**src/rtl/keypad_code_lock_assert.svh**
```systemverilog
// assertion macros used by the entry core
`ifndef KEYPAD_CODE_LOCK_ASSERT_SVH
`define KEYPAD_CODE_LOCK_ASSERT_SVH

// same-cycle implication, checked outside reset
`define KCL_ASSERT_IMPL(label, clk, rst, ante, cons, msg) \
   label: assert property (@(posedge clk) disable iff (rst) (ante) |-> (cons)) \
      else $error(msg);

// next-cycle implication, checked outside reset
`define KCL_ASSERT_NEXT(label, clk, rst, ante, cons, msg) \
   label: assert property (@(posedge clk) disable iff (rst) (ante) |=> (cons)) \
      else $error(msg);

`endif

```
**src/rtl/kcl_pkg.sv**
```systemverilog
`default_nettype none
package kcl_pkg;

   localparam int unsigned NumDigits = 4;
   localparam int unsigned NumRows   = 3;
   localparam int unsigned NumCols   = 4;

   localparam logic [3:0] NonDigit = 4'd10;
   localparam logic [3:0] FailSat  = 4'd15;

   // register indexes of the configuration port
   localparam logic [2:0] RegCodeDigit0 = 3'd0;
   localparam logic [2:0] RegCodeDigit1 = 3'd1;
   localparam logic [2:0] RegCodeDigit2 = 3'd2;
   localparam logic [2:0] RegCodeDigit3 = 3'd3;
   localparam logic [2:0] RegMaxFailures = 3'd4;

   // reset values of the configuration registers
   localparam logic [3:0] CodeReset [NumDigits] = '{4'd5, 4'd7, 4'd1, 4'd3};
   localparam logic [3:0] MaxFailuresReset = 4'd3;

   // key value by row and column
   localparam logic [3:0] KeyMap [NumRows][NumCols] = '{
      '{4'd0, 4'd1, 4'd2, 4'd3},
      '{4'd4, 4'd5, 4'd6, 4'd7},
      '{4'd8, 4'd9, NonDigit, NonDigit}
   };

   // one decoded key press
   typedef struct packed {
      logic       scan_error;
      logic [3:0] key_value;
   } key_info_type;

   // lock configuration
   typedef struct packed {
      logic [3:0][3:0] code_digit;
      logic [3:0]      max_failures;
   } lock_cfg_type;

   // one result word
   typedef struct packed {
      logic [3:0][3:0] shown_digit;
      logic [3:0]      failure_count;
      logic            alarm;
      logic            unlock;
      logic [1:0]      entry_count;
      logic [3:0]      key_value;
      logic            scan_error;
   } lock_result_type;

endpackage
`default_nettype wire

```
**src/rtl/keypad_code_lock.sv**
```systemverilog
// Four-digit keypad combination lock. Each req_ word is one debounced press given as
// the sampled active-low row and column lines of a 3x4 keypad; each press yields one
// rsp_ word. The press is held in an input register, decoded and checked against the
// code in a single pass, and the outcome lands in a result register; one press is
// taken every cycle while rsp_tready is high. While a result waits on rsp_tready the
// input register holds one more press and then req_tready stays low; rsp_tready
// reaches req_tready through combinational logic. The csr_ port writes the code
// digits (index 0 to 3) and the failure limit (index 4); the user must write them only
// while the block is idle, which the block itself does not enforce. Other indexes are
// ignored.
`default_nettype none
module keypad_code_lock (
   input  wire logic        clock,
   input  wire logic        reset,
   // request stream
   input  wire logic        req_tvalid,
   output logic             req_tready,
   input  wire logic [7:0]  req_tdata,  // row_lines[2:0], column_lines[6:3], zero [7]
   // response stream
   output logic             rsp_tvalid,
   input  wire logic        rsp_tready,
   output logic [31:0]      rsp_tdata,  // key_value[3:0], entry_count[5:4], unlock[6],
                                        // alarm[7], failure_count[11:8],
                                        // shown_digit_0..3[27:12], zero [31:28]
   output logic             rsp_tuser,  // scan_error[0]
   // configuration write port
   input  wire logic        csr_we,
   input  wire logic [2:0]  csr_index,
   input  wire logic [3:0]  csr_wdata
);
   import kcl_pkg::*;

   logic            in_valid_ff;
   logic [2:0]      row_ff;
   logic [3:0]      col_ff;
   logic            key_take;
   key_info_type    key_info;
   lock_cfg_type    cfg_ff;
   lock_result_type result;

   // input register
   assign req_tready = !in_valid_ff || key_take;

   always_ff @(posedge clock) begin
      if (reset) begin
         in_valid_ff <= 1'b0;
      end else if (req_tready) begin
         in_valid_ff <= req_tvalid;
      end
   end

   always_ff @(posedge clock) begin
      if (req_tvalid && req_tready) begin
         row_ff <= req_tdata[2:0];
         col_ff <= req_tdata[6:3];
      end
   end

   // configuration registers
   always_ff @(posedge clock) begin
      if (reset) begin
         cfg_ff.code_digit[0] <= CodeReset[0];
         cfg_ff.code_digit[1] <= CodeReset[1];
         cfg_ff.code_digit[2] <= CodeReset[2];
         cfg_ff.code_digit[3] <= CodeReset[3];
         cfg_ff.max_failures  <= MaxFailuresReset;
      end else if (csr_we) begin
         case (csr_index)
            RegCodeDigit0: begin
               cfg_ff.code_digit[0] <= csr_wdata;
            end
            RegCodeDigit1: begin
               cfg_ff.code_digit[1] <= csr_wdata;
            end
            RegCodeDigit2: begin
               cfg_ff.code_digit[2] <= csr_wdata;
            end
            RegCodeDigit3: begin
               cfg_ff.code_digit[3] <= csr_wdata;
            end
            RegMaxFailures: begin
               cfg_ff.max_failures <= csr_wdata;
            end
            default: begin
            end
         endcase
      end
   end

   kcl_key_decode u_decode (
      .row_lines    (row_ff),
      .column_lines (col_ff),
      .key_info     (key_info)
   );

   kcl_entry_core u_core (
      .clock        (clock),
      .reset        (reset),
      .key_valid    (in_valid_ff),
      .key_info     (key_info),
      .lock_cfg     (cfg_ff),
      .key_take     (key_take),
      .result_valid (rsp_tvalid),
      .result       (result),
      .result_ready (rsp_tready)
   );

   // response packing
   assign rsp_tuser = result.scan_error;
   assign rsp_tdata = {4'd0,
                       result.shown_digit[3], result.shown_digit[2],
                       result.shown_digit[1], result.shown_digit[0],
                       result.failure_count, result.alarm, result.unlock,
                       result.entry_count, result.key_value};

endmodule
`default_nettype wire

```
**src/rtl/kcl_key_decode.sv**
```systemverilog
`default_nettype none
module kcl_key_decode (
   input  wire logic [2:0]           row_lines,
   input  wire logic [3:0]           column_lines,
   output kcl_pkg::key_info_type     key_info
);
   import kcl_pkg::*;

   logic       row_found;
   logic       col_found;
   logic [1:0] row_idx;
   logic [1:0] col_idx;

   // lowest low row line wins
   always_comb begin
      row_found = 1'b1;
      row_idx   = 2'd0;
      if (!row_lines[0]) begin
         row_idx = 2'd0;
      end else if (!row_lines[1]) begin
         row_idx = 2'd1;
      end else if (!row_lines[2]) begin
         row_idx = 2'd2;
      end else begin
         row_found = 1'b0;
      end
   end

   // lowest low column line wins
   always_comb begin
      col_found = 1'b1;
      col_idx   = 2'd0;
      if (!column_lines[0]) begin
         col_idx = 2'd0;
      end else if (!column_lines[1]) begin
         col_idx = 2'd1;
      end else if (!column_lines[2]) begin
         col_idx = 2'd2;
      end else if (!column_lines[3]) begin
         col_idx = 2'd3;
      end else begin
         col_found = 1'b0;
      end
   end

   // key lookup, zero on a scan error
   always_comb begin
      key_info.scan_error = !(row_found && col_found);
      key_info.key_value  = 4'd0;
      if (row_found && col_found) begin
         key_info.key_value = KeyMap[row_idx][col_idx];
      end
   end

endmodule
`default_nettype wire

```
**src/rtl/kcl_entry_core.sv**
```systemverilog
`default_nettype none
`include "keypad_code_lock_assert.svh"
module kcl_entry_core (
   input  wire logic                    clock,
   input  wire logic                    reset,
   input  wire logic                    key_valid,
   input  wire kcl_pkg::key_info_type   key_info,
   input  wire kcl_pkg::lock_cfg_type   lock_cfg,
   output logic                         key_take,
   output logic                         result_valid,
   output kcl_pkg::lock_result_type     result,
   input  wire logic                    result_ready
);
   import kcl_pkg::*;

   logic [3:0][3:0] digits_ff, digits_in;
   logic [1:0]      pos_ff, pos_in;
   logic [3:0]      fail_ff, fail_in;
   logic            out_valid_ff, out_valid_in;
   lock_result_type out_ff, out_in;

   logic            complete;
   logic            match;
   logic [3:0]      fail_inc;

   // a key moves on when the result register is free or being emptied
   assign key_take = key_valid && (!out_valid_ff || result_ready);

   assign complete = !key_info.scan_error && (pos_ff == 2'd3);
   assign match    = (digits_ff[0] == lock_cfg.code_digit[0])
                  && (digits_ff[1] == lock_cfg.code_digit[1])
                  && (digits_ff[2] == lock_cfg.code_digit[2])
                  && (key_info.key_value == lock_cfg.code_digit[3]);
   assign fail_inc = fail_ff + 4'd1;

   // entry state update and result word
   always_comb begin
      digits_in = digits_ff;
      pos_in    = pos_ff;
      fail_in   = fail_ff;
      out_in    = out_ff;
      out_in.unlock = 1'b0;
      out_in.alarm  = 1'b0;
      if (!key_info.scan_error) begin
         if (complete) begin
            digits_in = '0;
            pos_in    = 2'd0;
            if (match) begin
               out_in.unlock = 1'b1;
            end else if (fail_ff < FailSat) begin
               fail_in      = fail_inc;
               out_in.alarm = (fail_inc == lock_cfg.max_failures);
            end
         end else begin
            digits_in[pos_ff] = key_info.key_value;
            pos_in            = pos_ff + 2'd1;
         end
      end
      out_in.scan_error    = key_info.scan_error;
      out_in.key_value     = key_info.key_value;
      out_in.entry_count   = pos_in;
      out_in.failure_count = fail_in;
      out_in.shown_digit   = digits_in;
   end

   // result register valid
   always_comb begin
      out_valid_in = out_valid_ff;
      if (key_take) begin
         out_valid_in = 1'b1;
      end else if (result_ready) begin
         out_valid_in = 1'b0;
      end
   end

   always_ff @(posedge clock) begin
      if (reset) begin
         digits_ff    <= '0;
         pos_ff       <= 2'd0;
         fail_ff      <= 4'd0;
         out_valid_ff <= 1'b0;
      end else begin
         out_valid_ff <= out_valid_in;
         if (key_take) begin
            digits_ff <= digits_in;
            pos_ff    <= pos_in;
            fail_ff   <= fail_in;
         end
      end
   end

   always_ff @(posedge clock) begin
      if (key_take) begin
         out_ff <= out_in;
      end
   end

   assign result_valid = out_valid_ff;
   assign result       = out_ff;

   // checks
   `KCL_ASSERT_IMPL(a_unlock_alarm_excl, clock, reset, out_valid_ff,
      !(out_ff.unlock && out_ff.alarm), "unlock and alarm in one word")
   `KCL_ASSERT_IMPL(a_scan_error_quiet, clock, reset, out_valid_ff && out_ff.scan_error,
      !out_ff.unlock && !out_ff.alarm && out_ff.key_value == 4'd0,
      "scan error word carries a key or a pulse")
   `KCL_ASSERT_NEXT(a_entry_cleared, clock, reset, key_take && complete,
      pos_ff == 2'd0 && digits_ff == '0, "entry not cleared after fourth key")
   `KCL_ASSERT_IMPL(a_fail_monotonic, clock, reset, !$past(reset),
      fail_ff >= $past(fail_ff), "failure count went down")

endmodule
`default_nettype wire
```
**config.mk**
```make
export PLATFORM = sky130hd
export DESIGN_NAME = keypad_code_lock
export DESIGN_NICKNAME = d
export VERILOG_FILES = /design/src/rtl/kcl_pkg.sv /design/src/rtl/keypad_code_lock.sv /design/src/rtl/kcl_key_decode.sv /design/src/rtl/kcl_entry_core.sv
export VERILOG_INCLUDE_DIRS = /design/src /design/src/rtl
export SDC_FILE = /design/constraint.sdc
export NUM_CORES = 1
export LEC_CHECK = 0
export BUFFER_PORTS_ARGS = -buffer_cell sky130_fd_sc_hd__buf_2
export CORE_AREA = 2 2 79 96
export DETAILED_ROUTE_END_ITERATION = 8
export DIE_AREA = 0 0 81 98
export GPL_ROUTABILITY_DRIVEN = 0
export GPL_TIMING_DRIVEN = 0
export PLACE_DENSITY = 0.74
export SYNTH_ARGS = -nofsm -noshare
export SYNTH_HDL_FRONTEND = slang
export SYNTH_SLANG_ARGS = --single-unit
```
**constraint.sdc**
```tcl
create_clock -name clock -period 2.6 [get_ports clock]
set_input_delay 0.78 -clock clock [delete_from_list [all_inputs] [get_ports clock]]
set_output_delay 0.78 -clock clock [all_outputs]
set_load 0.01 [all_outputs]
```
Word-level counts from Yosys, hierarchy flattened. Index checks and enable logic that the tools add are counted. Widths: inputs -> output; s select.

Magnitude comparators: 5. Reductions and logical operators: 22. Bitwise operators: 5. Add/sub/neg operators: 2. Equal/unequal tests: 10. Mux-type cells: 35.

Operators by type and width (count): $mux 16 (4); $bmux 16 s2 (1); $mux 4 (8); $eq 4x4->1 (5); $mux 2 (9); $bwmux 16 (1); $reduce_and 2->1 (6); $mux 1 (10); $bmux 4 s2 (1); $demux 4 s2 (1); $logic_and 1x1->1 (8); $eq 3x2->1 const B (2); $ge 3x3->1 const B (2); $not 2->3 (2); $add 4x1->4 const B (1); $lt 4x4->1 const B (1); $reduce_or 4->1 (1); $eq 3x1->1 const B (1); $eq 3x3->1 const B (1); $logic_not 1->1 (3); $logic_not 3->1 (1); $lt 2x3->1 const B (1); $not 1->1 (3); $add 2x1->2 const B (1); 4 further kinds (5).

Register bits: 80.

Longest topological paths before layout.
Word-level depth: 16. Gate-level depth with buffers: 7.

Modules after synthesis. A second synthesis with hierarchy kept.

Cells, all modules: 323. Area total of the unflattened synthesis: 3638.5 um^2.

By module, submodules not included: kcl_entry_core (seq. area each 1331.3 um^2, area each 2442.3 um^2, cells each 215, times used 1); keypad_code_lock (seq. area each 630.6 um^2, area each 1121.1 um^2, cells each 95, times used 1); kcl_key_decode (seq. area each 0.0 um^2, area each 75.1 um^2, cells each 13, times used 1).

Worst setup path after synthesis. No wires, ideal clock.

Kind: input-to-reg. Start: input rsp_tready. End: register u_core.out_ff, in the netlist u_core.result[0] (enable). Library setup time: 0.404 ns. Path slack: -0.059 ns. Arrival time: 2.254 ns. Buffers on the path: 2. Stages: 5. Path through: nor2b_1 -> nand2b_1 -> clkbuf_1 -> inv_1 -> clkbuf_1.

Cells in the longest elaborated chain, start to end: 2.

Ends and longest elaborated chain: start: declaration (line keypad_code_lock.sv:21) `input wire logic rsp_tready,`; $logic_or 1x1->1 (line kcl_entry_core.sv:27) `assign key_take = key_valid && (!out_valid_ff || result_ready);`; $logic_and 1x1->1 (line kcl_entry_core.sv:27); via key_take (line keypad_code_lock.sv:36) `logic key_take;`; end signal: assignment (line kcl_entry_core.sv:94) `out_ff <= out_in;`; end: declaration (line kcl_entry_core.sv:20) `lock_result_type out_ff, out_in;`.

The timed path passes the listed nets, and every way through them passes these cells. A chain may end at the register's enable or synchronous reset.

Worst setup path in the final report.
Start: input rsp_tready. End: register u_core.out_ff, in the netlist u_core.result[3] (enable).

Same word-level chain as after synthesis.

==> metrics.yaml <==
yosys:
  synth_edf_count: 36
  synthFlopType: "dfxtp_1"
  ys_seq_area_frac: 0.559
  synth-compound-area-share: 0.0958
  synth_warnings: 0
  synth-xor-area-share: 0.0577
  syn_avg_cell_area_um2: 11.1
  ys_types: 54
  yosys.area_share.simple: 0.163
  synth_area_mm2: 0.00351
  synth_top_family_by_area: "simple AND/OR/NAND/NOR gates"
  synthArstFlopShare: 0
  synthMuxAreaShare: 0.0748
  synth_fa_ha_area_frac: 0.0178
  synth_cells: 317
  synth-seq-cells: 80
global_routing:
  grt_max_degree: 39
  grt_pass1_wl_um: 11000
  grt_overflow: 0
  grt_pass1_vias: 2377
  track_usage: 0.182
  antenna_found_initial: 0
sta:
  hold_slack_ns: 0.464
  setup_viol: 0
  hold_viol_final: 0
  slew-limit-headroom: 0.438
  rsz0062_at_grt: "false"
  period_share: 0.924
  post-route-min-period_ns: 2.40
  fin_ws_ns: 0.197
  maxSlewViolCount: 0
  fmax_mhz: 416
  tightestPinTransition_ns: 0.843
  skew_ns: 0.00476
placed_design:
  pre_cts_ws_ns: -0.173
  dpl.hpwl_um: 4820
  io_buffers: 49
clock_tree:
  clkSinkCount: 80
  cts_htree_levels: 3
  clk_path_buf_depth: 2
  cts_resized: 0
  cts_setup_buffers: 0
  cts_tree: "yes"
  cts_buffers: 9
  holdBufCountCts: 0
  clock_latency_ns: 0.35
  clkSlewWorstSetupHoldPaths_ns: 0.08
  cts_root_buffer: "clkbuf_8"
power_and_ir_drop:
  switching_share: 0.239
  p_leak_nw: 1.63
  finalPower_mw: 2.52
  combPwrFrac: 0.088
  seq_power_share: 0.548
  vdd_drop_max_mv: 0.359
  power.share.clock: 0.363
  intPower_mw: 1.92
  power_density_mw_per_mm2: 617
  netSwitchingPower_uw: 601
floorplanning:
  die_x_um: 81
  start_util: 0.497
  num_rows: 34
  coreArea_mm2: 0.00706
  pin_count: 55
  die_area_mm2: 0.00794
  fp.dieH_um: 98
drt:
  first_pass_iters: 4
  vias: 2447
  wirelength_um: 6520
  viasPerCell: 5.15
  route.detailed.drc: 0
  ant_nets: 0
  drt-initial-drc-count: 162
  wire_per_inst_um: 13.7
setup_path:
  critPathMaxFanout: 38
  required_ns: 2.53
  cp-startpoint: "rsp_tready"
  path_class: "primary input to flip-flop"
  cp-end-kind: "flip-flop"
  start_kind: "primary input"
  arrival_ns: 2.33
  r2r_start: "col_ff[1]"
finish:
  drive_above_1_share: 0.229
  fill_cells: 645
  area_growth_pct: 16.4
  layout.cells.most_common: "buf_2"
  layout_common_cells: "50 x buf_2, 45 x nand2_1, 44 x dfxtp_1, 36 x edfxtp_1, 25 x nor2_1"
  nNetsFinal: 405
  diodes: 0
run:
  drv_cap: 0
run_status:
  status: "finished, final reports clean"
worst_hold_path:
  min_from: "u_core.digits_ff[13]"
  min_path_type: "flip-flop to flip-flop"
==> sequential cells by signal, summed over array words and instances, names as in the netlist <==
signal / count
col_ff: 4
u_core.fail_ff: 4
cfg_ff: 20
u_core.result: 29
in_valid_ff: 1
row_ff: 3
u_core.pos_ff: 2
u_core.result_valid: 1
u_core.digits_ff: 16
==> power by group through the flow <==
stage               clock [mW]  sequential (mW)  combinational [mW]
global placement             0             1.41               0.217
global route             0.990             1.39               0.247
detailed placement           0             1.41               0.222
finish                   0.915             1.38               0.223
CTS                      0.933             1.38               0.223
floorplan                    0             1.42               0.137
==> metrics by stage <==
stage / area, µm² / util / TNS, ns / std cells
6_report: 4090 / 0.579 / 0 / 475
5_1_grt: 4090 / 0.579 / 0 / 475
4_1_cts: 4090 / 0.579 / 0 / 475
3_5_place_dp: 3880 / 0.550 / -6.38 / 459
3_3_place_gp: 3880 / 0.550 / -5.27 / 459
2_1_floorplan: 3520 / - / 0 / 320
==> cell usage after synthesis (2+ instances only) <==
| library cell | instances | area, µm² |
|---|---|---|
| a211oi_1 | 2 | 15.0 |
| a21o_1 | 3 | 22.5 |
| a21oi_1 | 21 | 105 |
| a22o_1 | 5 | 43.8 |
| a31oi_1 | 3 | 18.8 |
| and2_1 | 6 | 37.5 |
| and3_1 | 2 | 12.5 |
| and3_4 | 2 | 22.5 |
| buf_1 | 3 | 11.3 |
| buf_4 | 4 | 30.0 |
| clkbuf_1 | 6 | 22.5 |
| dfxtp_1 | 44 | 881 |
| edfxtp_1 | 36 | 1080 |
| ha_1 | 5 | 62.6 |
| inv_1 | 6 | 22.5 |
| inv_2 | 2 | 7.51 |
| mux2_4 | 2 | 30.0 |
| mux2i_1 | 21 | 210 |
| nand2_1 | 45 | 169 |
| nand2b_1 | 3 | 18.8 |
| nand3_1 | 4 | 20.0 |
| nand4_1 | 3 | 18.8 |
| nor2_1 | 25 | 93.8 |
| nor2b_1 | 9 | 56.3 |
| nor3_1 | 4 | 20.0 |
| o21ai_1 | 5 | 25.0 |
| xnor2_1 | 16 | 140 |
| xor2_1 | 4 | 35.0 |
==> path summary, 6_finish.rpt <==
kind	slack (ns)	to	depth (start not counted)
min	0.46	u_core.digits_ff[13]	1
max	0.20	u_core.result[3]	6
max reg2reg	0.21	u_core.result[10]	6
min reg2reg	0.46	u_core.digits_ff[13]	1
==> logic make-up (layout without fill, tap and decap cells) <==
logic type,after synthesis,count (layout)
DFF,80,80
other,1,4
muxes,25,25
and+or+nand+nor,113,113
AOI/OAI and AO/OA,49,49
buffers and inverters,23,88
adders and majority gates,5,5
xor gates and xnor gates,21,21
==> critical path: stages <==
cell and delay (ns):
buf_2 0.10, nor2b_1 0.20, nand2b_1 0.15, clkbuf_1 0.38, inv_1 0.17, clkbuf_2 0.54
==> per-layer routing <==
metal	routed length (µm)	GRT usage	up-vias
li1	-	-	1235
met1	2950	0.234	1139
met2	3140	0.281	58
met3	223	0.0351	15
met4	199	0.112	0
met5	0	0	-
==> cell type report <==
type,count,area (µm²),area share
multi-input cells,217,1450,0.355
inverters,8,30.0,0.00734
clock inverters,6,68.8,0.0168
flip-flops and latches,80,1960,0.480
repair buffers,49,245,0.0600
well taps,90,113,0.0275
plain buffers,15,81.3,0.0199
clock buffers,10,138,0.0337
Power figures use the tool's default switching activity.
